==> src/design/lsfp_pkg.sv <==
package lsfp_pkg;

  localparam int unsigned CHANNELS = 8;
  localparam int unsigned LEVEL_W  = 16;
  localparam int unsigned CH_IDX_W = 4;   // holds 0..CHANNELS

  localparam logic [7:0] CH_DOLLAR = 8'h24;
  localparam logic [7:0] CH_HASH   = 8'h23;
  localparam logic [7:0] CH_D      = 8'h44;
  localparam logic [7:0] CH_A      = 8'h41;
  localparam logic [7:0] CH_COLON  = 8'h3A;
  localparam logic [7:0] CH_COMMA  = 8'h2C;
  localparam logic [7:0] CH_X      = 8'h78;
  localparam logic [7:0] CH_ZERO   = 8'h30;
  localparam logic [7:0] CH_ONE    = 8'h31;
  localparam logic [7:0] CH_NINE   = 8'h39;

  localparam logic [LEVEL_W-1:0] THRESH_RESET = 16'd2000;

  typedef enum logic {
    PH_WAIT,
    PH_BODY
  } phase_e;

  typedef enum logic [1:0] {
    KIND_NONE,
    KIND_DIG,
    KIND_ANA,
    KIND_OTHER
  } kind_e;

  // analog channel token: x, channel number, colon, digits
  typedef enum logic [1:0] {
    MS_X,
    MS_NUM,
    MS_COLON,
    MS_DIGITS
  } match_e;

  typedef logic [LEVEL_W-1:0] level_t;

  typedef struct packed {
    logic                 frame_kind;
    logic                 frame_ok;
    logic [CHANNELS-1:0]  raw_mask;
    level_t [CHANNELS-1:0] levels;
  } result_t;

endpackage

==> src/design/line_sensor_frame_parser_top.sv <==
// The byte or timeout that ends the body yields a result registered into the m_axis output
// register (or skid entry). One item per cycle while the skid entry is empty; the parser
// updates all state in a single registered pass. A two-entry output buffer keeps the input
// running while one result is stalled. Reset (rst_ni low, asynchronous): parser waits for '$',
// stored levels and raw bits clear to zero, threshold returns to 2000, output buffer empties.
module line_sensor_frame_parser_top #(
  parameter int unsigned MAX_BODY = 128
) (
  input  logic         clk_i,
  input  logic         rst_ni,
  input  logic         cfg_valid_i,
  output logic         cfg_ready_o,
  input  logic [15:0]  cfg_data_i,       // analog_threshold
  input  logic         s_axis_tvalid,
  output logic         s_axis_tready,
  input  logic [7:0]   s_axis_tdata,     // rx_byte
  input  logic [0:0]   s_axis_tuser,     // timeout
  output logic         m_axis_tvalid,
  input  logic         m_axis_tready,
  output logic [143:0] m_axis_tdata,     // frame_ok, raw_mask, channel_1..8_level, zero pad
  output logic [0:0]   m_axis_tuser      // frame_kind
);
  import lsfp_pkg::*;

  localparam int unsigned DATA_BITS = 1 + CHANNELS + CHANNELS * LEVEL_W;

  level_t  thr_q;
  logic    req;
  logic    res_valid;
  result_t res;

  logic    out_vld_q, skid_vld_q;
  result_t out_q, skid_q;
  logic    pop;

  assign cfg_ready_o   = 1'b1;
  assign s_axis_tready = !skid_vld_q;
  assign req           = s_axis_tvalid && s_axis_tready;
  assign pop           = out_vld_q && m_axis_tready;

  always_ff @(posedge clk_i or negedge rst_ni) begin
    if (!rst_ni) begin
      thr_q <= THRESH_RESET;
    end else if (cfg_valid_i) begin
      thr_q <= cfg_data_i;
    end
  end

  lsfp_parser #(
    .MAX_BODY (MAX_BODY)
  ) u_parser (
    .clk_i       (clk_i),
    .rst_ni      (rst_ni),
    .req_i       (req),
    .timeout_i   (s_axis_tuser[0]),
    .byte_i      (s_axis_tdata),
    .threshold_i (thr_q),
    .res_valid_o (res_valid),
    .res_o       (res)
  );

  // a new result only arrives while the skid entry is empty
  always_ff @(posedge clk_i or negedge rst_ni) begin
    if (!rst_ni) begin
      out_vld_q  <= 1'b0;
      skid_vld_q <= 1'b0;
    end else begin
      if (pop) begin
        out_vld_q  <= skid_vld_q || res_valid;
        skid_vld_q <= 1'b0;
      end else if (res_valid) begin
        out_vld_q  <= 1'b1;
        skid_vld_q <= out_vld_q;
      end
    end
  end

  always_ff @(posedge clk_i) begin
    if (pop) begin
      out_q <= skid_vld_q ? skid_q : res;
    end else if (res_valid && !out_vld_q) begin
      out_q <= res;
    end
    if (res_valid && out_vld_q && !pop) begin
      skid_q <= res;
    end
  end

  always_comb begin
    m_axis_tdata = '0;
    m_axis_tdata[0] = out_q.frame_ok;
    m_axis_tdata[CHANNELS:1] = out_q.raw_mask;
    for (int i = 0; i < CHANNELS; i++) begin
      m_axis_tdata[1 + CHANNELS + i*LEVEL_W +: LEVEL_W] = out_q.levels[i];
    end
  end

  assign m_axis_tvalid   = out_vld_q;
  assign m_axis_tuser[0] = out_q.frame_kind;

  a_skid_needs_out: assert property (@(posedge clk_i) disable iff (!rst_ni)
    skid_vld_q |-> out_vld_q)
    else $error("skid entry valid with empty output register");

  a_skid_holds: assert property (@(posedge clk_i) disable iff (!rst_ni)
    skid_vld_q && !m_axis_tready |=> skid_vld_q)
    else $error("buffered result dropped without a pop");

  a_stall_to_skid: assert property (@(posedge clk_i) disable iff (!rst_ni)
    res_valid && out_vld_q && !m_axis_tready |=> skid_vld_q && !s_axis_tready)
    else $error("stalled result not held in skid entry");

  a_data_fits: assert property (@(posedge clk_i) disable iff (!rst_ni)
    m_axis_tvalid |-> m_axis_tdata[143:DATA_BITS] == '0)
    else $error("padding bits of result data not zero");

endmodule

==> src/design/lsfp_parser.sv <==
module lsfp_parser #(
  parameter int unsigned MAX_BODY = 128
) (
  input  logic                      clk_i,
  input  logic                      rst_ni,
  input  logic                      req_i,        // one item accepted this cycle
  input  logic                      timeout_i,
  input  logic [7:0]                byte_i,
  input  lsfp_pkg::level_t          threshold_i,
  output logic                      res_valid_o,
  output lsfp_pkg::result_t         res_o
);
  import lsfp_pkg::*;

  localparam int unsigned LW = $clog2(MAX_BODY);
  localparam logic [LW-1:0] LAST_LEN = LW'(MAX_BODY - 1);
  localparam logic [CH_IDX_W-1:0] CH_END  = CH_IDX_W'(CHANNELS);
  localparam logic [CH_IDX_W-1:0] CH_LAST = CH_IDX_W'(CHANNELS - 1);

  phase_e                phase_q, phase_d;
  logic [LW-1:0]         len_q, len_d;
  kind_e                 kind_q, kind_d;
  logic [CH_IDX_W-1:0]   ch_q, ch_d;
  match_e                ms_q, ms_d;
  level_t                acc_q, acc_d;
  logic                  dp_q, dp_d;
  logic                  fail_q, fail_d;
  level_t [CHANNELS-1:0] pend_q, pend_d;
  level_t [CHANNELS-1:0] lvl_q, lvl_d;
  logic [CHANNELS-1:0]   raw_q, raw_d;

  logic                  ending;
  logic                  ok;
  logic                  is_digit;
  logic [3:0]            digit;

  assign is_digit = (byte_i >= CH_ZERO) && (byte_i <= CH_NINE);
  assign digit    = byte_i[3:0];   // low nibble of an ASCII digit

  always_comb begin
    phase_d     = phase_q;
    len_d       = len_q;
    kind_d      = kind_q;
    ch_d        = ch_q;
    ms_d        = ms_q;
    acc_d       = acc_q;
    dp_d        = dp_q;
    fail_d      = fail_q;
    pend_d      = pend_q;
    lvl_d       = lvl_q;
    raw_d       = raw_q;
    ending      = 1'b0;
    ok          = 1'b0;
    res_valid_o = 1'b0;

    if (req_i) begin
      if (phase_q == PH_WAIT) begin
        if (!timeout_i && byte_i == CH_DOLLAR) begin
          phase_d = PH_BODY;
          len_d   = '0;
          kind_d  = KIND_NONE;
          ch_d    = '0;
          ms_d    = MS_X;
          acc_d   = '0;
          dp_d    = 1'b0;
          fail_d  = 1'b0;
        end
      end else if (timeout_i || byte_i == CH_HASH) begin
        ending = 1'b1;
      end else begin
        if (len_q == '0) begin
          kind_d = (byte_i == CH_D) ? KIND_DIG : (byte_i == CH_A) ? KIND_ANA : KIND_OTHER;
        end else if (len_q == LW'(1)) begin
          if (byte_i != CH_COMMA) fail_d = 1'b1;
        end else if (!fail_q && ch_q < CH_END) begin
          if (kind_q == KIND_DIG) begin
            if (ms_q == MS_X) begin
              // digital bodies reuse the first step as "waiting for colon"
              if (byte_i == CH_COLON) ms_d = MS_NUM;
            end else begin
              raw_d[ch_q[2:0]] = (byte_i != CH_ZERO);
              ch_d = ch_q + CH_IDX_W'(1);
              ms_d = MS_X;
            end
          end else if (kind_q == KIND_ANA) begin
            unique case (ms_q)
              MS_X: begin
                if (byte_i == CH_X) ms_d = MS_NUM;
                else fail_d = 1'b1;
              end
              MS_NUM: begin
                if (byte_i == CH_ONE + {4'b0, ch_q}) ms_d = MS_COLON;
                else fail_d = 1'b1;
              end
              MS_COLON: begin
                if (byte_i == CH_COLON) begin
                  ms_d  = MS_DIGITS;
                  acc_d = '0;
                  dp_d  = 1'b0;
                end else begin
                  fail_d = 1'b1;
                end
              end
              MS_DIGITS: begin
                if (is_digit) begin
                  // acc*10 + digit, wraps at 16 bits
                  acc_d = LEVEL_W'({acc_q, 3'b000} + {acc_q, 1'b0} + {12'b0, digit});
                  dp_d  = 1'b1;
                end else if (!dp_q) begin
                  fail_d = 1'b1;
                end else begin
                  pend_d[ch_q[2:0]] = acc_q;
                  if (ch_q == CH_LAST) begin
                    ch_d = CH_END;
                  end else if (byte_i == CH_COMMA) begin
                    ch_d = ch_q + CH_IDX_W'(1);
                    ms_d = MS_X;
                  end else begin
                    fail_d = 1'b1;
                  end
                end
              end
              default: fail_d = 1'b1;
            endcase
          end
        end
        len_d = len_q + LW'(1);
        if (len_d >= LAST_LEN) ending = 1'b1;
      end

      if (ending) begin
        phase_d = PH_WAIT;
        if (len_d != '0) begin
          res_valid_o = 1'b1;
          if (kind_d == KIND_DIG) begin
            ok = !fail_d && (len_d >= LW'(2)) && (ch_d >= CH_END);
          end else if (kind_d == KIND_ANA && !fail_d && len_d >= LW'(2)) begin
            // last value may end with the body itself
            if (ch_d == CH_LAST && ms_d == MS_DIGITS && dp_d) begin
              pend_d[CHANNELS-1] = acc_d;
              ch_d = CH_END;
            end
            if (ch_d >= CH_END) begin
              ok    = 1'b1;
              lvl_d = pend_d;
              for (int i = 0; i < CHANNELS; i++) begin
                raw_d[i] = pend_d[i] > threshold_i;
              end
            end
          end
        end
      end
    end

    res_o.frame_kind = (kind_d == KIND_ANA);
    res_o.frame_ok   = ok;
    res_o.raw_mask   = raw_d;
    res_o.levels     = lvl_d;
  end

  always_ff @(posedge clk_i or negedge rst_ni) begin
    if (!rst_ni) begin
      phase_q <= PH_WAIT;
      len_q   <= '0;
      kind_q  <= KIND_NONE;
      ch_q    <= '0;
      ms_q    <= MS_X;
      acc_q   <= '0;
      dp_q    <= 1'b0;
      fail_q  <= 1'b0;
      lvl_q   <= '0;
      raw_q   <= '0;
    end else begin
      phase_q <= phase_d;
      len_q   <= len_d;
      kind_q  <= kind_d;
      ch_q    <= ch_d;
      ms_q    <= ms_d;
      acc_q   <= acc_d;
      dp_q    <= dp_d;
      fail_q  <= fail_d;
      lvl_q   <= lvl_d;
      raw_q   <= raw_d;
    end
  end

  // written in every analog body before being read
  always_ff @(posedge clk_i) begin
    pend_q <= pend_d;
  end

endmodule
==> config.mk <==
export PLATFORM = sky130hd
export DESIGN_NAME = line_sensor_frame_parser_top
export DESIGN_NICKNAME = d
export VERILOG_FILES = /design/src/design/lsfp_pkg.sv /design/src/design/line_sensor_frame_parser_top.sv /design/src/design/lsfp_parser.sv
export SDC_FILE = /design/constraint.sdc
export NUM_CORES = 1
export LEC_CHECK = 0
export BUFFER_PORTS_ARGS = -buffer_cell sky130_fd_sc_hd__buf_4
export CORE_MARGIN = 10
export CORE_UTILIZATION = 57
export CTS_CLUSTER_DIAMETER = 40
export CTS_CLUSTER_SIZE = 28
export DETAILED_ROUTE_END_ITERATION = 8
export GPL_ROUTABILITY_DRIVEN = 0
export GPL_TIMING_DRIVEN = 0
export PLACE_DENSITY = 0.83
export RECOVER_POWER = 100
export SYNTH_ARGS = -nofsm -noshare
export SYNTH_HDL_FRONTEND = slang
export SYNTH_SLANG_ARGS = --single-unit
export TNS_END_PERCENT = 30
==> constraint.sdc <==
create_clock -name clk_i -period 9.1 [get_ports clk_i]
set_input_delay 1.82 -clock clk_i [delete_from_list [all_inputs] [get_ports clk_i]]
set_output_delay 1.82 -clock clk_i [all_outputs]
set_load 0.02 [all_outputs]
==> results.toml <==
[min_path]
holdPathEnd = "u_parser.lvl_q[126]"
hold_class = "reg -> reg"
holdPathStages = 2
hp-start = "u_parser.lvl_q[126]"

[die]
rows = 82
dieArea_um2 = 59500
start_util_pct = 57.4
die_h_um = 244
design.portCount = 178
core_area_um2 = 49900
chipWidth_um = 244

[clock_network]
cts-root-buf = "clkbuf_16"
ctsHtreeMaxLevel = 3
ctsHoldBuffers = 0
cts_tree = "done"
cts-resized-gates = 0
cts_sinks = 592
clk_latency_ns = 0.63
cts_buffers = 75
cts_buffer_depth = 3
post_cts_buffers = 0
clkTransAtPathRegs_ns = 0.06

[layout]
fin_nets = 2513
drive_above_1_share_pct = 12.9
syn_to_final_growth_pct = 13.2
fillers = 3685
design_area_um2 = 32400

[job]
cap_viol_max_count = 8

[yosys]
synthFlopType = "edfxtp_1"
synth_top_area_cell = "edfxtp_1"
ys_seq_area_share_pct = 58.9
yosys-top-cells-count = "404 x edfxtp_1, 257 x mux2_2, 182 x dfrtp_1, 159 x ha_1, 144 x nand2_1"
yosysTopAreaCellShare_pct = 42.4
synth_warnings = 0
netlist_area_um2 = 28600
synth.avg_cell_area_um2 = 13.9
yosysUniqueCellTypes = 90
synth-async-reset-ratio_pct = 31.8
ys_ff_latch = 592
yosysMostFrequentCell = "edfxtp_1"
synth-edff-count = 404
synth_area_leaders = "edfxtp_1 42%, dfrtp_1 16%, mux2_2 10%, ha_1 7.0%, mux2_4 4.0%"
synthCells = 2065

[setup_path]
max_stage_delay_ns = 1.49
cp.arrival_ns = 8.64
reg2reg_depth = 20
r2r-start = "u_parser.ch_q[1]"
crit_chain = "clkbuf_1, clkbuf_1, or4b_2, nor4_1, a211oi_1, or3_1, or4_1, clkbuf_1, nor2_1, o21a_1, clkbuf_1, clkbuf_1, mux2_1, mux2_2"
crit_required_ns = 9.45
reg2reg_to = "m_axis_tdata[8]"
crit_type = "in -> reg"
path_common_cell = "clkbuf_1"
rrSetupSlack_ns = 2.12
end_kind = "flip-flop"
start_kind = "input pin"
cp_max_fo = 10
crit_slowest_cell = "nor4_1"
critPathLaunch = "s_axis_tdata[2]"

[status]
status = "complete, but fails checks"
violations = "max-capacitance violations, max-slew violations"

[timing]
tightest_slew_ns = 5.45
setup_ws_ns = 0.814
timing.final.crit_share_pct = 91.1
final_hold_viol_count = 0
rsz0062_at_grt = "no"
setup_violations = 0
finalCriticalPeriod_ns = 8.29
maxSlewViolCount = 365
fmax_mhz = 121
slew_headroom_pct = -263
finClkSkew_ns = 0.0353

[detailed_routing]
vias_per_cell = 6.34
num_vias = 19377
ant_nets = 0
drt_wl_total_um = 76000
drc_errors = 0
initialDrtViolationCount = 2245
wire_per_inst_um = 24.9
drt-pass1-iter-count = 7

[grt]
grt_pass1_wl_um = 116000
track_usage_pct = 25.1
antenna_found_initial = 3
grt_max_degree = 97
grt-ovfl-total = 0
grt_pass1_vias = 19593

[power_and_ir_drop]
power_frac_comb_pct = 3.7
power_switching_w = 0.00144
p_int_w = 0.00467
clockPowerShare_pct = 49.4
seq_power_share_pct = 46.9
leakage_nw = 11.6
ir_drop_uv = 122
switching_share_pct = 23.6
powerDensity_nw_per_um2 = 189

[placed_design]
place_hpwl_um = 50200
post_dp_cell_area_um2 = 30900
port_buffers = 166
pre_cts_slack_ns = 1.17
kinds of logic (layout without fill, tap and decap cells):
| group | Yosys count | count (layout) | synth area share [%] |
|---|---|---|---|
| AND/OR/NAND/NOR | 426 | 426 | 7.48 |
| adder cells (fa/ha/maj) | 161 | 161 | 7.09 |
| multiplexers | 371 | 371 | 15.5 |
| flip-flops | 592 | 592 | 58.9 |
| XOR/XNOR | 22 | 22 | 0.674 |
| other | 2 | 9 | 0.0263 |
| AO/OA/AOI/OAI | 336 | 336 | 7.59 |
| buffers and inverters | 155 | 468 | 2.79 |
through the flow:
stage | hold WS, ns | total power, W | setup TNS (ns) | utilization, % | instances
5_1_grt | 0.520 | 0.00628 | 0 | 65.0 | 3056
3_5_place_dp | 0.480 | 0.00313 | 0 | 62.1 | 2917
2_1_floorplan | 0.448 | 0.00304 | 0 | - | 2071
3_3_place_gp | 0.460 | 0.00311 | -109.15 | 61.6 | 2909
6_report | 0.497 | 0.00611 | 0 | 65.0 | 3057
4_1_cts | 0.495 | 0.00613 | 0 | 67.2 | 3056
power by group through the flow:
stage               clock network (W)  registers, W  logic (W)
floorplan                           0       0.00292   0.000125
global placement                    0       0.00292   0.000197
detailed placement                  0       0.00292   0.000214
CTS                           0.00304       0.00286   0.000221
global route                  0.00317       0.00286   0.000247
finish                        0.00302       0.00286   0.000225
cell usage in the layout, fill, tap and decap left out, types with 7 or more instances in the layout:
master / instances
clkinv_2: 9
dfrtp_1: 182
o21a_1: 14
nor2b_1: 21
nor2_1: 86
mux2i_1: 36
a22o_1: 8
or4_1: 7
xnor2_1: 17
o211ai_1: 14
clkinv_8: 9
nand2b_1: 13
a21oi_1: 67
nand4_1: 26
inv_1: 52
nor3_1: 35
mux2_2: 105
nand3_1: 35
a211oi_1: 15
o21ai_0: 113
nor4_1: 9
edfxtp_1: 404
conb_1: 8
inv_6: 15
a22oi_1: 10
ha_1: 159
clkbuf_1: 225
mux2_1: 229
and3_1: 15
clkbuf_16: 77
a21o_1: 23
o41ai_1: 7
nand2_1: 144
a31oi_1: 14
buf_4: 35
flip-flops by register name, indices dropped and copies added (netlist names):
signal            count
u_parser.phase_q      1
u_parser.ms_q         2
u_parser.fail_q       1
u_parser.kind_q       2
u_parser.dp_q         1
u_parser.acc_q       16
u_parser.lvl_q      128
u_parser.pend_q     128
u_parser.ch_q         4
u_parser.raw_q        8
m_axis_tvalid         1
skid_q              138
skid_vld_q            1
u_parser.len_q        7
thr_q                16
m_axis_tdata        137
m_axis_tuser          1
layout make-up:
| class | count | area, um^2 | share of cell area, % |
|---|---|---|---|
| sequential | 592 | 16800 | 52.0 |
| multi-input combinational | 1324 | 10600 | 32.8 |
| clock buffer | 85 | 1990 | 6.13 |
| tap | 672 | 841 | 2.60 |
| timing repair buffer | 174 | 821 | 2.53 |
| clock inverter | 54 | 597 | 1.84 |
| buffer | 102 | 483 | 1.49 |
| inverter | 53 | 199 | 0.614 |
| antenna | 1 | 2.50 | 0.00772 |
worst max path at each step:
stage          depth (start not counted)  slack (ns)           endpoint
3_5_place_dp                          21        1.17    m_axis_tdata[2]
5_1_grt                               20        0.64    m_axis_tdata[4]
2_1_floorplan                          9        1.40          skid_q[0]
3_3_place_gp                          10       -0.81         skid_q[55]
6_report                              14        0.81  m_axis_tdata[134]
4_1_cts                               20        1.69    m_axis_tdata[4]
metal layers:
metal,global-route usage (%),wire [um]
met5,0,16
met4,13.7,4400
met3,5.54,7700
met2,38.9,34500
met1,32.4,29300
critical path: cells and delay by family:
kind                   cells  cell delay (ns)
AOI/OAI and AO/OA          2             0.63
buffers and inverters      5             2.19
muxes                      2             0.74
and+or+nand+nor            5             3.22
Note: power is estimated with default switching activity, not from simulation.
